===== src/qbsm_pkg.sv =====
// Shared types, constants and mode decode functions for the QAM byte-to-symbol mapper.
package qbsm_pkg;

  localparam int unsigned BYTE_W     = 8;
  localparam int unsigned SYM_W      = 8;
  localparam int unsigned ORDER_W    = 3;
  localparam int unsigned GATHER_MAX = 7;
  localparam int unsigned GROUP_W    = GATHER_MAX * BYTE_W;
  localparam int unsigned CNT_W      = 3;
  localparam int unsigned SHIFT_W    = 4;
  localparam int unsigned FIFO_DEPTH = 2;
  localparam int unsigned FIFO_CNT_W = 2;

  localparam int unsigned APB_ADDR_W = 3;
  localparam int unsigned APB_DATA_W = 32;
  localparam int unsigned REG_IDX_W  = APB_ADDR_W - 2;

  localparam logic [REG_IDX_W-1:0] REG_QAM_ORDER = '0;
  localparam logic [ORDER_W-1:0]   ORDER_RESET   = 3'd2;

  localparam logic [ORDER_W-1:0] QAM16  = 3'd0;
  localparam logic [ORDER_W-1:0] QAM32  = 3'd1;
  localparam logic [ORDER_W-1:0] QAM64  = 3'd2;
  localparam logic [ORDER_W-1:0] QAM128 = 3'd3;
  localparam logic [ORDER_W-1:0] QAM256 = 3'd4;

  // One complete group, left-aligned so that the first bit sits at the MSB.
  typedef struct packed {
    logic [ORDER_W-1:0] mode;
    logic [GROUP_W-1:0] bits;
  } qbsm_grp_t;

  // Bits per symbol; the unused codes behave as 256QAM.
  function automatic logic [SHIFT_W-1:0] qbsm_sym_bits(input logic [ORDER_W-1:0] mode);
    logic [SHIFT_W-1:0] r;
    case (mode)
      QAM16:   r = 4'd4;
      QAM32:   r = 4'd5;
      QAM64:   r = 4'd6;
      QAM128:  r = 4'd7;
      default: r = 4'd8;
    endcase
    return r;
  endfunction

  function automatic logic [CNT_W-1:0] qbsm_grp_bytes(input logic [ORDER_W-1:0] mode);
    logic [CNT_W-1:0] r;
    case (mode)
      QAM32:   r = 3'd5;
      QAM64:   r = 3'd3;
      QAM128:  r = 3'd7;
      default: r = 3'd1;
    endcase
    return r;
  endfunction

  // Symbols per group, minus one.
  function automatic logic [CNT_W-1:0] qbsm_grp_syms_m1(input logic [ORDER_W-1:0] mode);
    logic [CNT_W-1:0] r;
    case (mode)
      QAM16:   r = 3'd1;
      QAM32:   r = 3'd7;
      QAM64:   r = 3'd3;
      QAM128:  r = 3'd7;
      default: r = 3'd0;
    endcase
    return r;
  endfunction

  // Moves a group held in the low bits of the word up to the MSB end.
  function automatic logic [GROUP_W-1:0] qbsm_align(input logic [ORDER_W-1:0] mode,
                                                    input logic [GROUP_W-1:0] word);
    logic [GROUP_W-1:0] r;
    case (mode)
      QAM32:   r = word << 16;
      QAM64:   r = word << 32;
      QAM128:  r = word;
      default: r = word << 48;
    endcase
    return r;
  endfunction

endpackage


===== src/qbsm_front.sv =====
// Front end: gathers incoming bytes into groups and pushes each complete group.
module qbsm_front
  import qbsm_pkg::*;
(
  input  logic               clk_i,
  input  logic               rst_ni,
  input  logic [ORDER_W-1:0] qam_order_i,
  input  logic               clear_i,
  input  logic               in_valid_i,
  input  logic [BYTE_W-1:0]  in_byte_i,
  output logic               in_ready_o,
  output logic               push_valid_o,
  output qbsm_grp_t          push_grp_o,
  input  logic               push_ready_i
);

  logic [GROUP_W-BYTE_W-1:0] gather_q, gather_d;
  logic [CNT_W-1:0]          count_q, count_d;
  logic [GROUP_W-1:0]        word;
  logic [CNT_W-1:0]          count_inc;
  logic                      accept;
  logic                      done;

  assign in_ready_o = push_ready_i;
  assign accept     = in_valid_i && push_ready_i;
  assign word       = {gather_q, in_byte_i};
  assign count_inc  = count_q + 3'd1;
  assign done       = count_inc >= qbsm_grp_bytes(qam_order_i);

  always_comb begin
    gather_d = gather_q;
    count_d  = count_q;
    if (accept) begin
      gather_d = word[GROUP_W-BYTE_W-1:0];
      count_d  = done ? '0 : count_inc;
    end
    if (clear_i) begin
      count_d = '0;
    end
  end

  assign push_valid_o    = accept && done;
  assign push_grp_o.mode = qam_order_i;
  assign push_grp_o.bits = qbsm_align(qam_order_i, word);

  always_ff @(posedge clk_i or negedge rst_ni) begin
    if (!rst_ni) begin
      count_q <= '0;
    end else begin
      count_q <= count_d;
    end
  end

  always_ff @(posedge clk_i) begin
    gather_q <= gather_d;
  end

endmodule


===== config.mk =====
export PLATFORM = sky130hd
export DESIGN_NAME = qbsm_front
export DESIGN_NICKNAME = d
export VERILOG_FILES = /design/src/qbsm_pkg.sv /design/src/qbsm_front.sv
export SDC_FILE = /design/constraint.sdc
export NUM_CORES = 1
export LEC_CHECK = 0
export BUFFER_PORTS_ARGS = -buffer_cell sky130_fd_sc_hd__buf_4
export CAP_MARGIN = 0
export CORE_UTILIZATION = 45
export CTS_BUF_LIST = sky130_fd_sc_hd__clkbuf_4 sky130_fd_sc_hd__clkbuf_8 sky130_fd_sc_hd__clkbuf_16
export CTS_CLUSTER_DIAMETER = 80
export DETAILED_ROUTE_END_ITERATION = 16
export PLACE_DENSITY_LB_ADDON = 0.1
export SYNTH_ARGS = -nofsm -noshare
export SYNTH_HDL_FRONTEND = slang
export SYNTH_SLANG_ARGS = --single-unit

===== constraint.sdc =====
create_clock -name clk_i -period 1.8 [get_ports clk_i]
set_clock_uncertainty 0.05 [all_clocks]
set_input_delay 0 -clock clk_i [delete_from_list [all_inputs] [get_ports clk_i]]
set_output_delay 0 -clock clk_i [all_outputs]
set_load 0.05 [all_outputs]

-- Word level (Yosys, flattened, before mapping)
Cells that the tools add are included.
- bits in registers: 51
- input port bits: 16
- output and inout bits: 61
- word-level logic and storage cells: 15
- add/sub/neg operators: 1
- magnitude comparators: 1
- eq/ne operators: 3
- muxes and demuxes: 5
- reduce and logical (&&, ||, !) cells: 3
- operator list (cell ; number):
    $pmux 56 s3 ; 1
    $mux 3 ; 3
    $pmux 3 s3 ; 1
    $eq 3x2->1 const B ; 2
    $add 3x1->3 const B ; 1
    $eq 3x1->1 const B ; 1
    $ge 3x3->1 ; 1
    $logic_and 1x1->1 ; 2
    $reduce_bool 2->1 ; 1

-- Depth between registers and ports, before layout
- depth after elaboration: 6
- depth in mapped cells: 8
- mapped depth without buffers: 6

-- Least setup slack after synthesis
OpenSTA, ideal clock, no wires.
- path kind: register to output
- start: register count_q[0]
- end: output push_valid_o
- arrival: 1956 ps
- required time: 1750 ps
- slack: -206 ps
- cell stages (with the launch flop): 6
- cell sequence: dfrtp_1 -> ha_1 -> xor2_1 -> ha_1 -> nand3b_1 -> a21oi_1
- longest elaborated chain between the ends: 3
- ends and longest elaborated chain (element ; line ; text):
    from (decl) ; qbsm_front.sv:18 ; logic [CNT_W-1:0] count_q, count_d;
    from (signal assigned) ; qbsm_front.sv:50 ; count_q <= count_d;
    $add 3x1->3 ; qbsm_front.sv:27 ; assign count_inc = count_q + 3'd1;
    $ge 3x3->1 ; qbsm_front.sv:28 ; assign done = count_inc >= qbsm_grp_bytes(qam_order_i);
    $logic_and 1x1->1 ; qbsm_front.sv:42 ; assign push_valid_o = accept && done;
    to (decl) ; qbsm_front.sv:12 ; output logic push_valid_o,
Every way passes these cells.

-- Final worst setup path
- start: register count_q[1]
- end: output push_valid_o
The elaborated chain is that of the path after synthesis.

==> impl_metrics.json <==
{
  "start_kind": "register",
  "required_ns": 1.75,
  "min_period_ns": 1.88,
  "setup_ws_ns": -0.0775,
  "rsz0062_at_grt": "yes",
  "yosysTopAreaCell": "edfxtp_1",
  "wirelength_mm": 6.56,
  "reg2regPathDepth": 7,
  "synthesis.area_um2": 2780,
  "viasPerCell": 5.56,
  "grt_max_degree": 27,
  "dr.pass1.iters": 5,
  "yosys_most_used_dff": "edfxtp_1",
  "r2r_slack_ns": 0.03,
  "post-synth-top-count-cell": "edfxtp_1",
  "die_w_um": 80.6,
  "r2r-start": "count_q[1]$_DFFE_PN0P_",
  "clockBufferDepth": 2,
  "die_h_um": 80.6,
  "antenna_found_initial": 0,
  "place.gp.congestion": 0.714,
  "yosys.area.top_type_share_pct": 51.8,
  "violations": "setup timing",
  "clock-sinks": 51,
  "worst_pin_slew_ns": 0.566,
  "worstPathArrival_ns": 1.83,
  "grt_first_pass_wirelength_mm": 10.1,
  "hold_viol": 0,
  "place.port_buffers": 76,
  "io_pins": 77,
  "yosys_warnings": 0,
  "fill_cells": 502,
  "syn_nets": 246,
  "yosys-top-cells-count": "48 x edfxtp_1, 33 x nor2_1, 24 x mux2i_1",
  "n_antenna_cell": 0,
  "drc": 0,
  "dp.final_hpwl_mm": 4.20,
  "drv_cap": 0,
  "p_per_area_nw_per_um2": 777,
  "cts_tree": "built",
  "synth_cell_type_count": 30,
  "pre_cts_ws_ns": -0.0751,
  "cts_max_level": 2,
  "nNetsFinal": 332,
  "numCtsBuffers": 5,
  "critical_path.endpoint": "push_valid_o",
  "area_growth_pct": 32.4,
  "drv_slew": 0,
  "clk_latency_ns": 0.30,
  "path_class": "reg2out",
  "num_vias": 2156,
  "start_util_pct": 46.7,
  "ant_nets": 0,
  "drt_iter0_markers": 107,
  "cts_root_buf": "clkbuf_8",
  "p_total_w": 0.00286,
  "setup_viol": 1,
  "worstPathMaxFanout": 3,
  "max-vdd-ir-drop_mv": 0.657,
  "wl_per_cell_um": 16.9,
  "fin_crit_sh_pct": 104,
  "syn_avg_cell_area_um2": 12.2,
  "synth_edf_count": 48,
  "outcome": "finished with violations",
  "worst_hold_slack_ns": 0.0715,
  "min_path_type": "in2reg",
  "fmax_ghz": 0.533,
  "async_flop_share_pct": 5.88,
  "crit_path_start": "count_q[1]$_DFFE_PN0P_",
  "layout-drive-gt1-share_pct": 39.9,
  "worst_setup_path_end_kind": "output pin",
  "coreArea_um2": 5960,
  "yosysSeqAreaShare_pct": 54.5,
  "grt_pass1_vias": 2005,
  "max_slew_margin_pct": 62.2,
  "die-area_um2": 6500,
  "grt_overflow": 0,
  "grt_usage_pct": 21.0,
  "synthCells": 227,
  "path_clk_slew_ns": 0.08,
  "leakage_nw": 1.59,
  "ys_seq_elements": 51,
  "rows": 28,
  "reg2reg_to": "count_q[1]$_DFFE_PN0P_",
  "synth.area.top_cells": "edfxtp_1 52%, mux2i_1 8.6%, mux2_2 6.5%, nor2_1 4.5%, a22oi_1 4.3%"
}
## worst min path at each step
stage	cells after the start	slack, ns	from	end
6_report	4	0.07	in_valid_i	count_q[0]$_DFFE_PN0P_
5_1_grt	4	0.1	in_valid_i	count_q[2]$_DFFE_PN0P_
2_1_floorplan	0	-0.35	rst_ni	count_q[0]$_DFFE_PN0P_
3_3_place_gp	1	-0.26	rst_ni	count_q[2]$_DFFE_PN0P_
3_5_place_dp	1	-0.26	rst_ni	count_q[0]$_DFFE_PN0P_
4_1_cts	4	0.06	in_valid_i	count_q[0]$_DFFE_PN0P_
## metrics by stage
step                      std cells  instance area [um^2]  setup TNS (ns)  util (%)
after floorplan                 227                  2780               0         -
after global placement          367                  3420         -0.0315      57.4
after detailed placement        367                  3420          -0.147      57.4
after CTS                       388                  3680         -0.0900      61.7
after global routing            388                  3680          -0.343      61.8
final                           388                  3680         -0.0775      61.8
## critical path, cell delays in order (launching register included)
cell      delay [ns]
dfrtp_1         0.39
ha_2            0.21
xor2_1          0.16
ha_1            0.34
nand3b_1        0.13
a21oi_2         0.15
buf_6           0.17
## cells in the final DEF (no fill, tap or decap), drive strengths merged
| cell | n |
|---|---|
| and3 | 16 |
| ha | 3 |
| edfxtp | 48 |
| clkbuf | 6 |
| inv | 2 |
| dlygate4sd3 | 11 |
| nand4b | 1 |
| mux2 | 16 |
| bufinv | 1 |
| nor2b | 3 |
| a22oi | 16 |
| buf | 90 |
| a21oi | 13 |
| and4b | 1 |
| nand2b | 1 |
| o211ai | 1 |
| xor2 | 1 |
| mux2i | 24 |
| nand3b | 1 |
| nor3b | 8 |
| dfrtp | 3 |
| nand4 | 1 |
| o22a | 8 |
| nand2 | 4 |
| nor2 | 34 |
## flip-flops by register name (all words and copies together) (netlist names)
register  cells
gather_q     48
count_q       3
## what timing repair did
item / 4_1_cts / 5_1_grt
endpoints found under the setup margin: 4 / 4
hold buffers: 11 / 0
pin swaps: 5 / 3
resized for setup: 4 / 1
buffers inserted: 3 / 0
endpoints found under the hold margin: 14 / 0
## final cells by class
| class | count | area, um^2 | area share (%) |
|---|---|---|---|
| repair buffers | 101 | 815 | 22.1 |
| multi-input cells | 152 | 1140 | 31.0 |
| inverters | 2 | 7.51 | 0.204 |
| flip-flops and latches | 51 | 1520 | 41.2 |
| well taps | 75 | 93.8 | 2.55 |
| clock inverters | 1 | 30.0 | 0.816 |
| clock buffers | 6 | 76.3 | 2.07 |
## cells by family (layout without fill, tap and decap cells)
family / after synthesis / after routing / share of synthesized area (%)
multiplexers: 40 / 40 / 15.1
flip-flops: 51 / 51 / 54.5
XOR/XNOR: 1 / 1 / 0.315
AND/OR/NAND/NOR: 70 / 70 / 14.0
adder cells (fa/ha/maj): 3 / 3 / 1.35
buffers and inverters: 24 / 110 / 5.18
AO/OA/AOI/OAI: 38 / 38 / 9.45
## layer usage
metal / vias up / part of all wire [%] / track usage (%)
li1: 1021 / - / -
met1: 1064 / 47 / 29.5
met2: 64 / 47 / 33.6
met3: 7 / 5.0 / 3.75
met4: 0 / 1.1 / 4.46
met5: - / 0 / 0
## power breakdown
| part | internal (W) | switching (W) |
|---|---|---|
| clock | 0.000423 | 0.000350 |
| combinational | 0.000253 | 0.000454 |
| sequential | 0.00135 | 0.0000315 |
| total | 0.00202 | 0.000836 |
(Power assumes the default switching activity.)
