**config.mk**
```make
export PLATFORM = sky130hd
export DESIGN_NAME = qbsm_fifo
export DESIGN_NICKNAME = d
export VERILOG_FILES = /design/src/qbsm_pkg.sv /design/src/qbsm_fifo.sv
export SDC_FILE = /design/constraint.sdc
export NUM_CORES = 1
export LEC_CHECK = 0
export BUFFER_PORTS_ARGS = -buffer_cell sky130_fd_sc_hd__buf_2
export CAP_MARGIN = 10
export CORE_MARGIN = 2
export CORE_UTILIZATION = 50
export DETAILED_ROUTE_END_ITERATION = 16
export PLACE_DENSITY = 0.76
export SLEW_MARGIN = 30
export SYNTH_ARGS = -nofsm -noshare
export SYNTH_HDL_FRONTEND = slang
export SYNTH_SLANG_ARGS = --single-unit
```
**constraint.sdc**
```tcl
create_clock -name clk_i -period 4 [get_ports clk_i]
set_input_delay 0.4 -clock clk_i [delete_from_list [all_inputs] [get_ports clk_i]]
set_output_delay 0.4 -clock clk_i [all_outputs]
set_load 0.05 [all_outputs]
```
**src/qbsm_pkg.sv**
```systemverilog
// Shared types, constants and mode decode functions for the QAM byte-to-symbol mapper.
package qbsm_pkg;

  localparam int unsigned BYTE_W     = 8;
  localparam int unsigned SYM_W      = 8;
  localparam int unsigned ORDER_W    = 3;
  localparam int unsigned GATHER_MAX = 7;
  localparam int unsigned GROUP_W    = GATHER_MAX * BYTE_W;
  localparam int unsigned CNT_W      = 3;
  localparam int unsigned SHIFT_W    = 4;
  localparam int unsigned FIFO_DEPTH = 2;
  localparam int unsigned FIFO_CNT_W = 2;

  localparam int unsigned APB_ADDR_W = 3;
  localparam int unsigned APB_DATA_W = 32;
  localparam int unsigned REG_IDX_W  = APB_ADDR_W - 2;

  localparam logic [REG_IDX_W-1:0] REG_QAM_ORDER = '0;
  localparam logic [ORDER_W-1:0]   ORDER_RESET   = 3'd2;

  localparam logic [ORDER_W-1:0] QAM16  = 3'd0;
  localparam logic [ORDER_W-1:0] QAM32  = 3'd1;
  localparam logic [ORDER_W-1:0] QAM64  = 3'd2;
  localparam logic [ORDER_W-1:0] QAM128 = 3'd3;
  localparam logic [ORDER_W-1:0] QAM256 = 3'd4;

  // One complete group, left-aligned so that the first bit sits at the MSB.
  typedef struct packed {
    logic [ORDER_W-1:0] mode;
    logic [GROUP_W-1:0] bits;
  } qbsm_grp_t;

  // Bits per symbol; the unused codes behave as 256QAM.
  function automatic logic [SHIFT_W-1:0] qbsm_sym_bits(input logic [ORDER_W-1:0] mode);
    logic [SHIFT_W-1:0] r;
    case (mode)
      QAM16:   r = 4'd4;
      QAM32:   r = 4'd5;
      QAM64:   r = 4'd6;
      QAM128:  r = 4'd7;
      default: r = 4'd8;
    endcase
    return r;
  endfunction

  function automatic logic [CNT_W-1:0] qbsm_grp_bytes(input logic [ORDER_W-1:0] mode);
    logic [CNT_W-1:0] r;
    case (mode)
      QAM32:   r = 3'd5;
      QAM64:   r = 3'd3;
      QAM128:  r = 3'd7;
      default: r = 3'd1;
    endcase
    return r;
  endfunction

  // Symbols per group, minus one.
  function automatic logic [CNT_W-1:0] qbsm_grp_syms_m1(input logic [ORDER_W-1:0] mode);
    logic [CNT_W-1:0] r;
    case (mode)
      QAM16:   r = 3'd1;
      QAM32:   r = 3'd7;
      QAM64:   r = 3'd3;
      QAM128:  r = 3'd7;
      default: r = 3'd0;
    endcase
    return r;
  endfunction

  // Moves a group held in the low bits of the word up to the MSB end.
  function automatic logic [GROUP_W-1:0] qbsm_align(input logic [ORDER_W-1:0] mode,
                                                    input logic [GROUP_W-1:0] word);
    logic [GROUP_W-1:0] r;
    case (mode)
      QAM32:   r = word << 16;
      QAM64:   r = word << 32;
      QAM128:  r = word;
      default: r = word << 48;
    endcase
    return r;
  endfunction

endpackage

```
**src/qbsm_fifo.sv**
```systemverilog
// Two-entry group queue between the front and back ends.
module qbsm_fifo
  import qbsm_pkg::*;
(
  input  logic      clk_i,
  input  logic      rst_ni,
  input  logic      push_i,
  input  qbsm_grp_t push_grp_i,
  output logic      push_ready_o,
  output logic      pop_valid_o,
  output qbsm_grp_t pop_grp_o,
  input  logic      pop_i
);

  qbsm_grp_t             entry_q [FIFO_DEPTH];
  logic                  wr_ptr_q, rd_ptr_q;
  logic [FIFO_CNT_W-1:0] cnt_q;
  logic                  do_push, do_pop;

  assign push_ready_o = cnt_q != FIFO_CNT_W'(FIFO_DEPTH);
  assign pop_valid_o  = cnt_q != '0;
  assign pop_grp_o    = entry_q[rd_ptr_q];
  assign do_push      = push_i && push_ready_o;
  assign do_pop       = pop_i && pop_valid_o;

  always_ff @(posedge clk_i or negedge rst_ni) begin
    if (!rst_ni) begin
      wr_ptr_q <= 1'b0;
      rd_ptr_q <= 1'b0;
      cnt_q    <= '0;
    end else begin
      if (do_push) begin
        wr_ptr_q <= ~wr_ptr_q;
      end
      if (do_pop) begin
        rd_ptr_q <= ~rd_ptr_q;
      end
      case ({do_push, do_pop})
        2'b10:   cnt_q <= cnt_q + 2'd1;
        2'b01:   cnt_q <= cnt_q - 2'd1;
        default: cnt_q <= cnt_q;
      endcase
    end
  end

  always_ff @(posedge clk_i) begin
    if (do_push) begin
      entry_q[wr_ptr_q] <= push_grp_i;
    end
  end

endmodule

```
### Word-level counts from Yosys, hierarchy flattened

Memories as Yosys holds them, arrays and structs flattened.
Index checks and enable logic that the tools add are counted.

* add/subtract/negate cells: 2
* equality and inequality tests: 3
* mux-type cells: 3
* bitwise logic cells: 2
* reductions and logical operators: 4

Operators with widths (number)
* $pmux W2 S2: 1
* $reduce_bool A2 Y1: 2
* $add A2 B1 Y2 const B: 1
* $eq A2 B1 Y1 const B: 1
* $eq A2 B2 Y1 const B: 1
* $logic_and A1 B1 Y1: 2
* $mux W1: 2
* $ne A2 B2 Y1 const B: 1
* $not A1 Y1: 2
* $sub A2 B1 Y2 const B: 1

* register bits after elaboration: 4
* memory bits (writable): 118
* input port bits: 63
* output and inout bits: 61
* word-level logic and storage cells: 18
* memories: 1

Memory list
* entry_q: depth 2, width 59, rd ports 1, clocked after Yosys merged registers in 0, wr ports 1, line qbsm_fifo.sv:15 `qbsm_grp_t entry_q [FIFO_DEPTH];`

### Logic depth before layout (Yosys ltp)

* word-level depth: 4
* mapped depth: 6
* gate-level depth less buffers: 6

### Worst setup path before layout

OpenSTA, ideal clock, no wires.

* kind: reg-to-reg
* from: register cnt_q[0]
* to: memory entry_q[0][0] (netlist name) (enable)
* setup time: 0.476 ns
* arrival: 3.550 ns
* data required time: 3.524 ns
* path slack: -0.026 ns
* stages on the path, launching flop included: 4
* buffers on the path: 0
* clock period less this slack: 4.026 ns
* path through: dfrtp_1 -> nand2b_1 -> nand2_1 -> nor2_1

* word-level cells in the longest chain between the ends: 4

RTL lines
* start, declared: line qbsm_fifo.sv:17 `logic [FIFO_CNT_W-1:0] cnt_q;`
* start signal, assigned: line qbsm_fifo.sv:39 `2'b10: cnt_q <= cnt_q + 2'd1;`
* start signal, assigned: line qbsm_fifo.sv:40 `2'b01: cnt_q <= cnt_q - 2'd1;`
* start signal, assigned: line qbsm_fifo.sv:41 `default: cnt_q <= cnt_q;`
* $ne A2 B2 Y1: line qbsm_fifo.sv:20 `assign push_ready_o = cnt_q != FIFO_CNT_W'(FIFO_DEPTH);`
* net push_ready_o: line qbsm_fifo.sv:9 `output logic push_ready_o,`
* $logic_and A1 B1 Y1: line qbsm_fifo.sv:23 `assign do_push = push_i && push_ready_o;`
* $mux W1: line qbsm_fifo.sv:47 `if (do_push) begin`
* $mux W1 (implied by the code): line qbsm_fifo.sv:48 `entry_q[wr_ptr_q] <= push_grp_i;`
* end, declared: line qbsm_fifo.sv:15

The timed path passes the listed nets, and every way through them passes these cells.

==> load_flow_metrics.sql <==
INSERT INTO impl_metrics (metric_group, metric, value, unit) VALUES
('status', 'run_status', 'complete, no violations', ''),
('yosys', 'ys_seq_area_share', '77.5', '%'),
('finish', 'layout.filler_cells', '654', ''),
('timing', 'timing.final.setup_violations', '0', ''),
('route', 'viasPerCell', '4.84', ''),
('timing', 'finClkSkew', '8.60', 'ps'),
('power', 'share_clk_of_total_power', '25.2', '%'),
('finish', 'final_layout_size_suffix_gt1_share', '62.0', '%'),
('critical_path', 'critPathTopFamily', 'flip-flops', ''),
('critical_path', 'cp_slowest_stage_delay', '760', 'ps'),
('cts', 'ctsResizeCount', '0', ''),
('cts', 'cts_made_buffers', '17', ''),
('floorplan', 'floorplan.io_pins', '124', ''),
('yosys', 'ys.warnings.count', '0', ''),
('floorplan', 'die_width', '101', 'um'),
('timing', 'setup_tns', '0', 'ps'),
('cts', 'clkTransAtPathRegs', '50', 'ps'),
('yosys', 'post_synth_instance_area', '0.00470', 'mm2'),
('placed_design', 'place_congestion', '0.649', ''),
('floorplan', 'design.die.area', '0.0102', 'mm2'),
('cts', 'cts-root-buf', 'sky130_fd_sc_hd__clkbuf_8', ''),
('floorplan', 'start_util', '51.1', '%'),
('route', 'finalWirelength', '7.42', 'mm'),
('route', 'detailedRoute.firstIterationViolations', '79', ''),
('critical_path', 'setup.worst_path.end_class', 'output port', ''),
('critical_path', 'cp_max_fo', '35', ''),
('critical_path', 'cp_data_arrival_time', '2140', 'ps'),
('critical_path', 'reg2reg_slack', '1850', 'ps'),
('yosys', 'avgSynthCellArea', '23.4', 'um2'),
('power', 'power.share.switching', '38.6', '%'),
('hold_path', 'worst_hold_path_type', 'in2reg', ''),
('timing', 'period_needed', '2540', 'ps'),
('finish', 'most_common_library_cell_in_the_layout_ignoring_fill_and_taps', 'sky130_fd_sc_hd__buf_2', ''),
('critical_path', 'crit_path_cell_trace', 'buf_16, mux2_4, buf_2', ''),
('timing', 'final_max_slew_viol_count', '0', ''),
('placed_design', 'number_of_cells_in_the_design_after_placement', '431', ''),
('power', 'vdd_ir_drop_max', '0.482', 'mV'),
('yosys', 'number_of_nets_produced_by_synthesis', '265', ''),
('timing', 'timing.final.hold_violations', '0', ''),
('global_route', 'first_pass_grt_wire_length', '10.8', 'mm'),
('timing', 'setup_repair_after_global_routing_missed_its_margin', 'false', ''),
('floorplan', 'placement_rows', '35', ''),
('critical_path', 'crit_slowest_cell', 'sky130_fd_sc_hd__dfrtp_4', ''),
('power', 'internal', '3360', 'uW'),
('placed_design', 'post-dp-hpwl', '4.82', 'mm'),
('yosys', 'synth_cell_types', '14', ''),
('placed_design', 'port_buffers', '123', ''),
('job', 'max_cap_violations', '0', ''),
('finish', 'antenna_cells_inserted', '0', ''),
('critical_path', 'category_of_the_worst_setup_path_launch_point', 'flip-flop', ''),
('yosys', 'flop_and_latch_count_out_of_synthesis', '122', ''),
('critical_path', 'worstPathRequired', '3600', 'ps'),
('finish', 'synthToLayoutAreaGrowth', '27.5', '%'),
('cts', 'tritoncts_clock_tree', 'built', ''),
('timing', 'slew_headroom', '55.6', '%'),
('route', 'antenna_left', '0', ''),
('global_route', 'antenna_found_initial', '0', ''),
('floorplan', 'floorplan.die.height', '101', 'um'),
('floorplan', 'core-area', '0.00920', 'mm2'),
('route', 'firstDrtPassIters', '6', ''),
('timing', 'period_share', '63.5', '%'),
('cts', 'post-cts-setup-buffers', '0', ''),
('critical_path', 'crit_type', 'reg2out', ''),
('route', 'detailroute.via_count', '2244', ''),
('yosys', 'postSynthCellCount', '201', ''),
('global_route', 'vias_in_the_first_global_route', '2216', ''),
('power', 'power.share.combinational', '39.9', '%'),
('global_route', 'grt_max_degree', '41', ''),
('global_route', 'grt_use_total', '14.8', '%'),
('route', 'detail_route.drc_violations', '0', ''),
('power', 'total_switching_power', '2110', 'uW');
==> layout make-up <==
class	count	area, um2	share of cell area (%)
timing repair buffer	127	668	11.1
clock inverter	14	131	2.19
clock buffer	18	418	6.97
sequential	122	3650	60.9
tap	111	139	2.32
multi-input combinational	72	990	16.5
==> metrics by stage <==
step | worst slack (ps) | power (uW) | hold slack (ps) | utilization (%)
2_1_floorplan | 955 | 3770 | 104 | -
3_3_place_gp | 1800 | 4110 | 213 | 58.8
3_5_place_dp | 1800 | 4150 | 218 | 59.1
4_1_cts | 1400 | 5540 | 61.1 | 65.2
5_1_grt | 1370 | 5690 | 63.7 | 65.2
6_report | 1460 | 5470 | 91.5 | 65.2
==> path summary, 6_finish.rpt <==
path,startpoint,end,depth (start not counted)
max,rd_ptr_q$_DFFE_PN0P_,pop_grp_o[18],3
max in group asynchronous,rst_ni,rd_ptr_q$_DFFE_PN0P_,2
min,push_grp_i[45],entry_q[1][45]$_DFFE_PP_,1
min reg2reg,cnt_q[1]$_DFFE_PN0P_,cnt_q[1]$_DFFE_PN0P_,1
min in group asynchronous,rst_ni,cnt_q[0]$_DFFE_PN0P_,2
max reg2reg,cnt_q[0]$_DFFE_PN0P_,entry_q[0][15]$_DFFE_PP_,4
==> cells in the mapped netlist <==
library cell / count / area [um2]
sky130_fd_sc_hd__and2_4: 1 / 8.76
sky130_fd_sc_hd__and3_1: 1 / 6.26
sky130_fd_sc_hd__buf_4: 1 / 7.51
sky130_fd_sc_hd__buf_6: 6 / 67.6
sky130_fd_sc_hd__dfrtp_1: 4 / 100
sky130_fd_sc_hd__edfxtp_1: 118 / 3540
sky130_fd_sc_hd__ha_1: 1 / 12.5
sky130_fd_sc_hd__mux2_4: 59 / 886
sky130_fd_sc_hd__nand2_1: 1 / 3.75
sky130_fd_sc_hd__nand2b_1: 1 / 6.26
sky130_fd_sc_hd__nor2_1: 2 / 7.51
sky130_fd_sc_hd__or2_1: 1 / 6.26
sky130_fd_sc_hd__xnor2_1: 3 / 26.3
sky130_fd_sc_hd__xor2_1: 2 / 17.5
==> state kept, by name, indices dropped and copies added (netlist names) <==
signal,count
wr_ptr_q,1
entry_q,118
rd_ptr_q,1
cnt_q,2
==> cell families after synthesis <==
family / count (synthesis) / synth area share [%]
adder cells (fa/ha/maj): 1 / 0.266
flip-flops: 122 / 77.5
multiplexers: 59 / 18.8
AND/OR/NAND/NOR: 7 / 0.826
XOR/XNOR: 5 / 0.932
buffers and inverters: 7 / 1.60
==> per-layer routing <==
metal  routed length, um  up-vias  GRT usage [%]
met1                3060     1095           16.7
met4                  47        0           6.55
li1                    -     1073              -
met3                 498        2           6.93
met5                   0        -              0
met2                3810       74           24.2
==> power by group through the flow <==
| stage | Clock [uW] | Sequential (uW) | Combinational [uW] |
|---|---|---|---|
| 2_1_floorplan | 0 | 1850 | 1920 |
| 3_3_place_gp | 0 | 2010 | 2100 |
| 3_5_place_dp | 0 | 1940 | 2210 |
| 4_1_cts | 1410 | 1920 | 2210 |
| 5_1_grt | 1460 | 1940 | 2280 |
| 6_report | 1380 | 1910 | 2180 |
Power figures use the tool's default switching activity.
