### src/qbsm_pkg.sv
// Shared types, constants and mode decode functions for the QAM byte-to-symbol mapper.
package qbsm_pkg;

  localparam int unsigned BYTE_W     = 8;
  localparam int unsigned SYM_W      = 8;
  localparam int unsigned ORDER_W    = 3;
  localparam int unsigned GATHER_MAX = 7;
  localparam int unsigned GROUP_W    = GATHER_MAX * BYTE_W;
  localparam int unsigned CNT_W      = 3;
  localparam int unsigned SHIFT_W    = 4;
  localparam int unsigned FIFO_DEPTH = 2;
  localparam int unsigned FIFO_CNT_W = 2;

  localparam int unsigned APB_ADDR_W = 3;
  localparam int unsigned APB_DATA_W = 32;
  localparam int unsigned REG_IDX_W  = APB_ADDR_W - 2;

  localparam logic [REG_IDX_W-1:0] REG_QAM_ORDER = '0;
  localparam logic [ORDER_W-1:0]   ORDER_RESET   = 3'd2;

  localparam logic [ORDER_W-1:0] QAM16  = 3'd0;
  localparam logic [ORDER_W-1:0] QAM32  = 3'd1;
  localparam logic [ORDER_W-1:0] QAM64  = 3'd2;
  localparam logic [ORDER_W-1:0] QAM128 = 3'd3;
  localparam logic [ORDER_W-1:0] QAM256 = 3'd4;

  // One complete group, left-aligned so that the first bit sits at the MSB.
  typedef struct packed {
    logic [ORDER_W-1:0] mode;
    logic [GROUP_W-1:0] bits;
  } qbsm_grp_t;

  // Bits per symbol; the unused codes behave as 256QAM.
  function automatic logic [SHIFT_W-1:0] qbsm_sym_bits(input logic [ORDER_W-1:0] mode);
    logic [SHIFT_W-1:0] r;
    case (mode)
      QAM16:   r = 4'd4;
      QAM32:   r = 4'd5;
      QAM64:   r = 4'd6;
      QAM128:  r = 4'd7;
      default: r = 4'd8;
    endcase
    return r;
  endfunction

  function automatic logic [CNT_W-1:0] qbsm_grp_bytes(input logic [ORDER_W-1:0] mode);
    logic [CNT_W-1:0] r;
    case (mode)
      QAM32:   r = 3'd5;
      QAM64:   r = 3'd3;
      QAM128:  r = 3'd7;
      default: r = 3'd1;
    endcase
    return r;
  endfunction

  // Symbols per group, minus one.
  function automatic logic [CNT_W-1:0] qbsm_grp_syms_m1(input logic [ORDER_W-1:0] mode);
    logic [CNT_W-1:0] r;
    case (mode)
      QAM16:   r = 3'd1;
      QAM32:   r = 3'd7;
      QAM64:   r = 3'd3;
      QAM128:  r = 3'd7;
      default: r = 3'd0;
    endcase
    return r;
  endfunction

  // Moves a group held in the low bits of the word up to the MSB end.
  function automatic logic [GROUP_W-1:0] qbsm_align(input logic [ORDER_W-1:0] mode,
                                                    input logic [GROUP_W-1:0] word);
    logic [GROUP_W-1:0] r;
    case (mode)
      QAM32:   r = word << 16;
      QAM64:   r = word << 32;
      QAM128:  r = word;
      default: r = word << 48;
    endcase
    return r;
  endfunction

endpackage

### src/qbsm_back.sv
// Back end: cuts each group into symbols, one a cycle unless the output stalls, with differential quadrant coding.
module qbsm_back
  import qbsm_pkg::*;
(
  input  logic             clk_i,
  input  logic             rst_ni,
  input  logic             grp_valid_i,
  input  qbsm_grp_t        grp_i,
  output logic             grp_pop_o,
  output logic             out_valid_o,
  output logic [SYM_W-1:0] out_symbol_o,
  output logic             out_last_o,
  input  logic             out_ready_i
);

  logic               busy_q, busy_d;
  logic [GROUP_W-1:0] data_q, data_d;
  logic [ORDER_W-1:0] mode_q, mode_d;
  logic [CNT_W-1:0]   left_q, left_d;
  logic [1:0]         quad_q, quad_d;
  logic               oval_q, oval_d;
  logic [SYM_W-1:0]   osym_q, osym_d;
  logic               olast_q, olast_d;
  logic               advance, last;
  logic [SHIFT_W-1:0] q_bits;
  logic [1:0]         ab, iq;
  logic [SYM_W-1:0]   raw;

  assign q_bits  = qbsm_sym_bits(mode_q);
  assign advance = busy_q && (!oval_q || out_ready_i);
  assign last    = left_q == '0;
  assign ab      = data_q[GROUP_W-1 -: 2];

  // Same quadrant bits rotate straight through, differing ones swap the references.
  always_comb begin
    if (ab[1] == ab[0]) begin
      iq = {ab[1] ^ quad_q[1], ab[0] ^ quad_q[0]};
    end else begin
      iq = {ab[1] ^ quad_q[0], ab[0] ^ quad_q[1]};
    end
  end

  assign raw = {iq, data_q[GROUP_W-3 -: SYM_W-2]} >> (4'd8 - q_bits);

  always_comb begin
    busy_d    = busy_q;
    data_d    = data_q;
    mode_d    = mode_q;
    left_d    = left_q;
    quad_d    = quad_q;
    oval_d    = oval_q;
    osym_d    = osym_q;
    olast_d   = olast_q;
    grp_pop_o = 1'b0;
    if (oval_q && out_ready_i) begin
      oval_d = 1'b0;
    end
    if (advance) begin
      oval_d  = 1'b1;
      osym_d  = raw;
      olast_d = last;
      quad_d  = iq;
      data_d  = data_q << q_bits;
      left_d  = left_q - 3'd1;
      if (last) begin
        busy_d = 1'b0;
      end
    end
    if (grp_valid_i && (!busy_q || (advance && last))) begin
      grp_pop_o = 1'b1;
      busy_d    = 1'b1;
      data_d    = grp_i.bits;
      mode_d    = grp_i.mode;
      left_d    = qbsm_grp_syms_m1(grp_i.mode);
    end
  end

  always_ff @(posedge clk_i or negedge rst_ni) begin
    if (!rst_ni) begin
      busy_q <= 1'b0;
      quad_q <= '0;
      oval_q <= 1'b0;
    end else begin
      busy_q <= busy_d;
      quad_q <= quad_d;
      oval_q <= oval_d;
    end
  end

  always_ff @(posedge clk_i) begin
    data_q  <= data_d;
    mode_q  <= mode_d;
    left_q  <= left_d;
    osym_q  <= osym_d;
    olast_q <= olast_d;
  end

  assign out_valid_o  = oval_q;
  assign out_symbol_o = osym_q;
  assign out_last_o   = olast_q;

endmodule

### config.mk
export PLATFORM = sky130hd
export DESIGN_NAME = qbsm_back
export DESIGN_NICKNAME = d
export VERILOG_FILES = /design/src/qbsm_pkg.sv /design/src/qbsm_back.sv
export SDC_FILE = /design/constraint.sdc
export NUM_CORES = 1
export LEC_CHECK = 0
export ABC_AREA = 1
export BUFFER_PORTS_ARGS = -buffer_cell sky130_fd_sc_hd__buf_2
export CELL_PAD_IN_SITES_DETAIL_PLACEMENT = 1
export CELL_PAD_IN_SITES_GLOBAL_PLACEMENT = 2
export CORE_MARGIN = 2
export CORE_UTILIZATION = 31
export DETAILED_ROUTE_END_ITERATION = 10
export GPL_TIMING_DRIVEN = 0
export PLACE_DENSITY = 0.78
export SKIP_CTS_REPAIR_TIMING = 1
export SYNTH_ARGS = -nofsm -noshare
export SYNTH_HDL_FRONTEND = slang
export SYNTH_SLANG_ARGS = --single-unit
### constraint.sdc
create_clock -name clk_i -period 3.14 [get_ports clk_i]
set_input_delay 0.628 -clock clk_i [delete_from_list [all_inputs] [get_ports clk_i]]
set_output_delay 0.628 -clock clk_i [all_outputs]
set_load 0.03 [all_outputs]
* Word level (Yosys, flattened, before mapping)
Index checks and enable logic that the tools add are counted.
** Cells by class
- Add/sub/neg operators :: 2
- $mul :: 0
- Div/mod/pow operators :: 0
- Magnitude comparators :: 0
- Eq/ne operators :: 7
- Shift-type cells :: 2
- Mux-type cells :: 13
- Bitwise gates (word level) :: 4
- Reduce and logical (&&, ||, !) cells :: 16
** Operators by type and width (count)
- two-way mux 56 bit :: 2
- left shift 56 x 4 -> 56 bit :: 1
- one-hot mux 4 bit (4 select lines) :: 1
- == test 3 x 2 -> 1 bit, second input constant :: 4
- zero test 3 bit :: 3
- one-hot mux 3 bit (3 select lines) :: 1
- right shift 8 x 4 -> 8 bit :: 1
- == test 3 x 1 -> 1 bit, second input constant :: 2
- two-way mux 1 bit :: 6
- two-way mux 3 bit :: 2
- nonzero test 2 bit :: 3
- logical AND 1 bit :: 4
- subtractor 4 bit, first input constant :: 1
- XOR 1 bit :: 4
- subtractor 3 x 1 -> 3 bit, second input constant :: 1
- zero test 1 bit :: 2
- logical OR 1 bit :: 2
- two-way mux 2 bit :: 1
- AND reduction 2 bit :: 1
- OR reduction 2 bit :: 1
- == test 1 bit :: 1
** Storage, ports and cells
- Bits in registers :: 75
- Latch bits :: 0
- Bits in writable memories :: 0
- Memory bits (read-only) :: 0
- Bits of input ports :: 63
- Output and inout bits :: 11
- Logic and storage cells :: 52
- Memories :: 0

* Longest topological paths before layout
- Depth after elaboration :: 8
- Depth in mapped cells :: 11
- Mapped depth without buffers :: 10

* Least setup slack after synthesis
Ideal clock, no wire load.
- Path kind :: input-to-reg
- Start point :: input port out_ready_i
- End point :: register data_q[0], enable pin
- Library setup time :: 0.418 ns
- Arrival time :: 2.651 ns
- Required time :: 2.722 ns
- Path slack :: 0.070 ns
- Cell stages on the path :: 8
- Path buffers :: 2
- Cell sequence :: inv_1 -> nand2_2 -> nand2_2 -> o21ai_2 -> nand2_2 -> buf_4 -> buf_2 -> nand2_1
** On the way
- Cells in the longest elaborated chain, start to end :: 6
** Ends and longest elaborated chain
- from (decl) :: RTL line qbsm_back.sv:13 : input logic out_ready_i
- logical OR 1 bit * :: RTL line qbsm_back.sv:30 : assign advance = busy_q && (!oval_q || out_ready_i);
- logical AND 1 bit * :: RTL line qbsm_back.sv:30
- logical AND 1 bit :: RTL line qbsm_back.sv:69 : if (grp_valid_i && (!busy_q || (advance && last))) begin
- logical OR 1 bit :: RTL line qbsm_back.sv:69
- logical AND 1 bit :: RTL line qbsm_back.sv:69
- nonzero test 2 bit (no source line) *
- to (signal assigned) :: RTL line qbsm_back.sv:91 : data_q <= data_d;
- to (decl) :: RTL line qbsm_back.sv:17 : logic [GROUP_W-1:0] data_q, data_d;
Every way passes the cells marked *; elsewhere a longest branch is shown, timed or not.
A chain may end at the register's enable or synchronous reset.

* Worst setup path after layout
- Start point :: register left_q[0]
- End point :: output port grp_pop_o
** On the way
- Cells in the longest elaborated chain, start to end :: 5
** Ends and longest elaborated chain
- from (decl) :: RTL line qbsm_back.sv:19 : logic [CNT_W-1:0] left_q, left_d;
- from (signal assigned) :: RTL line qbsm_back.sv:93 : left_q <= left_d;
- zero test 3 bit :: RTL line qbsm_back.sv:31 : assign last = left_q == '0;
- logical AND 1 bit :: RTL line qbsm_back.sv:69
- logical OR 1 bit :: RTL line qbsm_back.sv:69
- logical AND 1 bit :: RTL line qbsm_back.sv:69
- two-way mux 1 bit :: RTL line qbsm_back.sv:69
- to (decl) :: RTL line qbsm_back.sv:9 : output logic grp_pop_o,
Every way passes these cells.

==> metrics.txt <==
status=finished clean; die height=128 µm; Final Setup Violations=0; antenna violations before repair=0; Async S/R FF share, synth=5.33%; CTS clk-pin slew, worst paths=60 ps; Max rail drop VDD=0.000309 V; Setup Crit Path Kind=flip-flop to output port; worst hold path class=input pin to asynchronous set/reset pin; crit-path leading delay family=buffers and inverters; maxcap violations=0; crit path cell chain=inv_1 -> ha_1 -> nand2_1 -> o21ai_2 -> nand2_2 -> clkinv_2 -> buf_2 -> buf_2; core outline area=15,100 µm²; Num CTS Buffers=9; global-route wire length before repair=25,700 µm; Yosys reg bits=75; most frequent cells in the layout=nand2_1, buf_2, edfxtp_1, o21ai_0, inv_1; reg-to-reg slack, setup=590 ps; Lkg Pwr=2.40 nW; post-route ant nets=0; Final Slew Violations=0; CTS sink count=75; final wirelength=16,500 µm; sequential area share after synthesis=47.1%; syn avg cell area=8.28 µm²; RSZ-0062 raised after global routing=false; vias in the first global route=4,753; nets@finish=722; Post-synth EDFFs=71; final worst-path cycle share=89.4%; worst setup margin=334 ps; final hold violations=0; commonest non-fill, non-tap cell in the layout=nand2_1; Primary FF master, synth=edfxtp_1; Cell variety after synth=41; worst endpoint data arrival time=2180 ps; GP Congestion=0.863; CTS max path bufs=2; DP HPWL=12,100 µm; Buf/Inv on CP=4; crit-path most repeated cell=buf_2; Layout Area Growth over Synthesis=19.2%; row count=45; PD cells=1080 nW/µm²; H-tree Lvls=3; synth warn=0; crit path launch type=flip-flop; die span in x=128 µm; GRT Residual Overflow=0; CTS root buffer=clkbuf_16; worst slew pin tran=851 ps; DRT iter0 DRCs=242; Final TNS setup=0 ps; minimum clock period=2810 ps; TritonCTS clock tree=built; post-synthesis cell area=4730 µm²; Clk Latency, worst-skew pair=350 ps; pin count of the biggest net entering global routing=60; Initial Util=31.4%; DR pass1 iterations=5; multi-input logic area=2040 µm²; antenna cells=0; I/O pin count=74; Vias/cell=5.32; CP max stage delay=400 ps; PortBufs=73; synthesized netlist cell count=572; Max-slew headroom=43.3%; total vias in the final route=4,516; Total GRT Usage=20.6%; Req. time, crit path=2510 ps; critical path's slowest cell=edfxtp_1; CP max FO=13; Layout Utilization=37.4%; f_max=0.356 GHz; Filler cells=1,840; Layout Cells excl Fill=849; layout cell share with drive strength beyond 1=20.0%; die area=16,300 µm²; Worst Skew=6.01 ps; Pwr Total=0.00608 W; Seq. cell area=2230 µm²; drt drc=0; WL/cell=19.4 µm; Mapped Nets=638; setup slack at placement=380 ps; dpl cells=833; CP Capture Type=output port
-- logic make-up after synthesis --
| family | Yosys count | synth area share, % |
|---|---|---|
| buffers and inverters | 97 | 10.0 |
| and+or+nand+nor | 201 | 18.0 |
| AOI/OAI and AO/OA | 193 | 23.3 |
| muxes | 1 | 0.211 |
| adders and majority gates | 3 | 0.793 |
| xor gates and xnor gates | 2 | 0.529 |
| DFF | 75 | 47.1 |
-- state kept, by name, indices dropped and copies added (netlist names) --
name	count
quad_q	2
out_valid_o	1
out_last_o	1
busy_q	1
left_q	3
out_symbol_o	8
mode_q	3
data_q	56
-- cell usage after synthesis, types with 2 or more instances --
| cell type | number | area share, % |
|---|---|---|
| a21oi_1 | 33 | 3.5 |
| a21oi_2 | 2 | 0.37 |
| buf_2 | 12 | 1.3 |
| buf_4 | 5 | 0.79 |
| buf_6 | 9 | 2.1 |
| clkbuf_1 | 10 | 0.79 |
| dfrtp_1 | 4 | 2.1 |
| edfxtp_1 | 71 | 45 |
| ha_1 | 3 | 0.79 |
| inv_1 | 54 | 4.3 |
| inv_2 | 2 | 0.16 |
| nand2_1 | 140 | 11 |
| nand2_2 | 3 | 0.40 |
| nand3_1 | 23 | 2.4 |
| nand4_1 | 2 | 0.26 |
| nor2_1 | 25 | 2.0 |
| o2111ai_1 | 2 | 0.37 |
| o211ai_1 | 4 | 0.63 |
| o21ai_0 | 58 | 6.1 |
| o21ai_1 | 41 | 4.3 |
| o22a_1 | 13 | 2.4 |
| o22ai_1 | 36 | 4.8 |
| or2_2 | 2 | 0.26 |
-- power by group --
part           switching [W]  leakage [nW]  total [W]  internal (W)
clock network       0.000412         0.147    0.00107      0.000659
logic                0.00188          1.50    0.00279      0.000913
registers           0.000321         0.755    0.00222       0.00190
total                0.00261          2.40    0.00608       0.00347
-- layer usage --
metal	up-vias	GRT usage (%)	part of all wire (%)
li1	2165	-	-
met1	2203	27.1	45
met2	120	34.1	48
met3	28	3.77	4.6
met4	0	7.30	2.0
met5	-	0	0
-- worst register-to-register path, stage by stage, from the launching register on --
cell and delay [ps]:
edfxtp_1 400, inv_1 100, ha_1 160, nand2_1 90, o21ai_2 170, nand2_2 160, buf_4 220, buf_2 210
nand2_4 640
-- layout make-up --
class | count | area share [%]
sequential | 75 | 39.6
multi-input combinational | 400 | 36.1
timing repair buffer | 73 | 6.48
clock buffer | 14 | 4.68
buffer | 37 | 4.26
tap | 188 | 4.17
inverter | 60 | 4.15
clock inverter | 2 | 0.621
-- metrics by stage --
stage          hold WS [ps]  instance area (µm²)
4_1_cts                69.0                 5640
5_1_grt                67.7                 5640
3_5_place_dp            435                 5340
6_report               74.7                 5640
3_3_place_gp            437                 5340
2_1_floorplan           332                 4730
-- worst paths after layout --
check                            start  cells after the start     endpoint
max                          left_q[0]                      8    grp_pop_o
min                             rst_ni                      1  out_valid_o
max reg2reg                  left_q[0]                      8   data_q[40]
min reg2reg                out_valid_o                      2  out_valid_o
max in group asynchronous       rst_ni                      1    quad_q[0]
min in group clk_i           grp_i[58]                      1    mode_q[2]
Power figures use the tool's default switching activity.
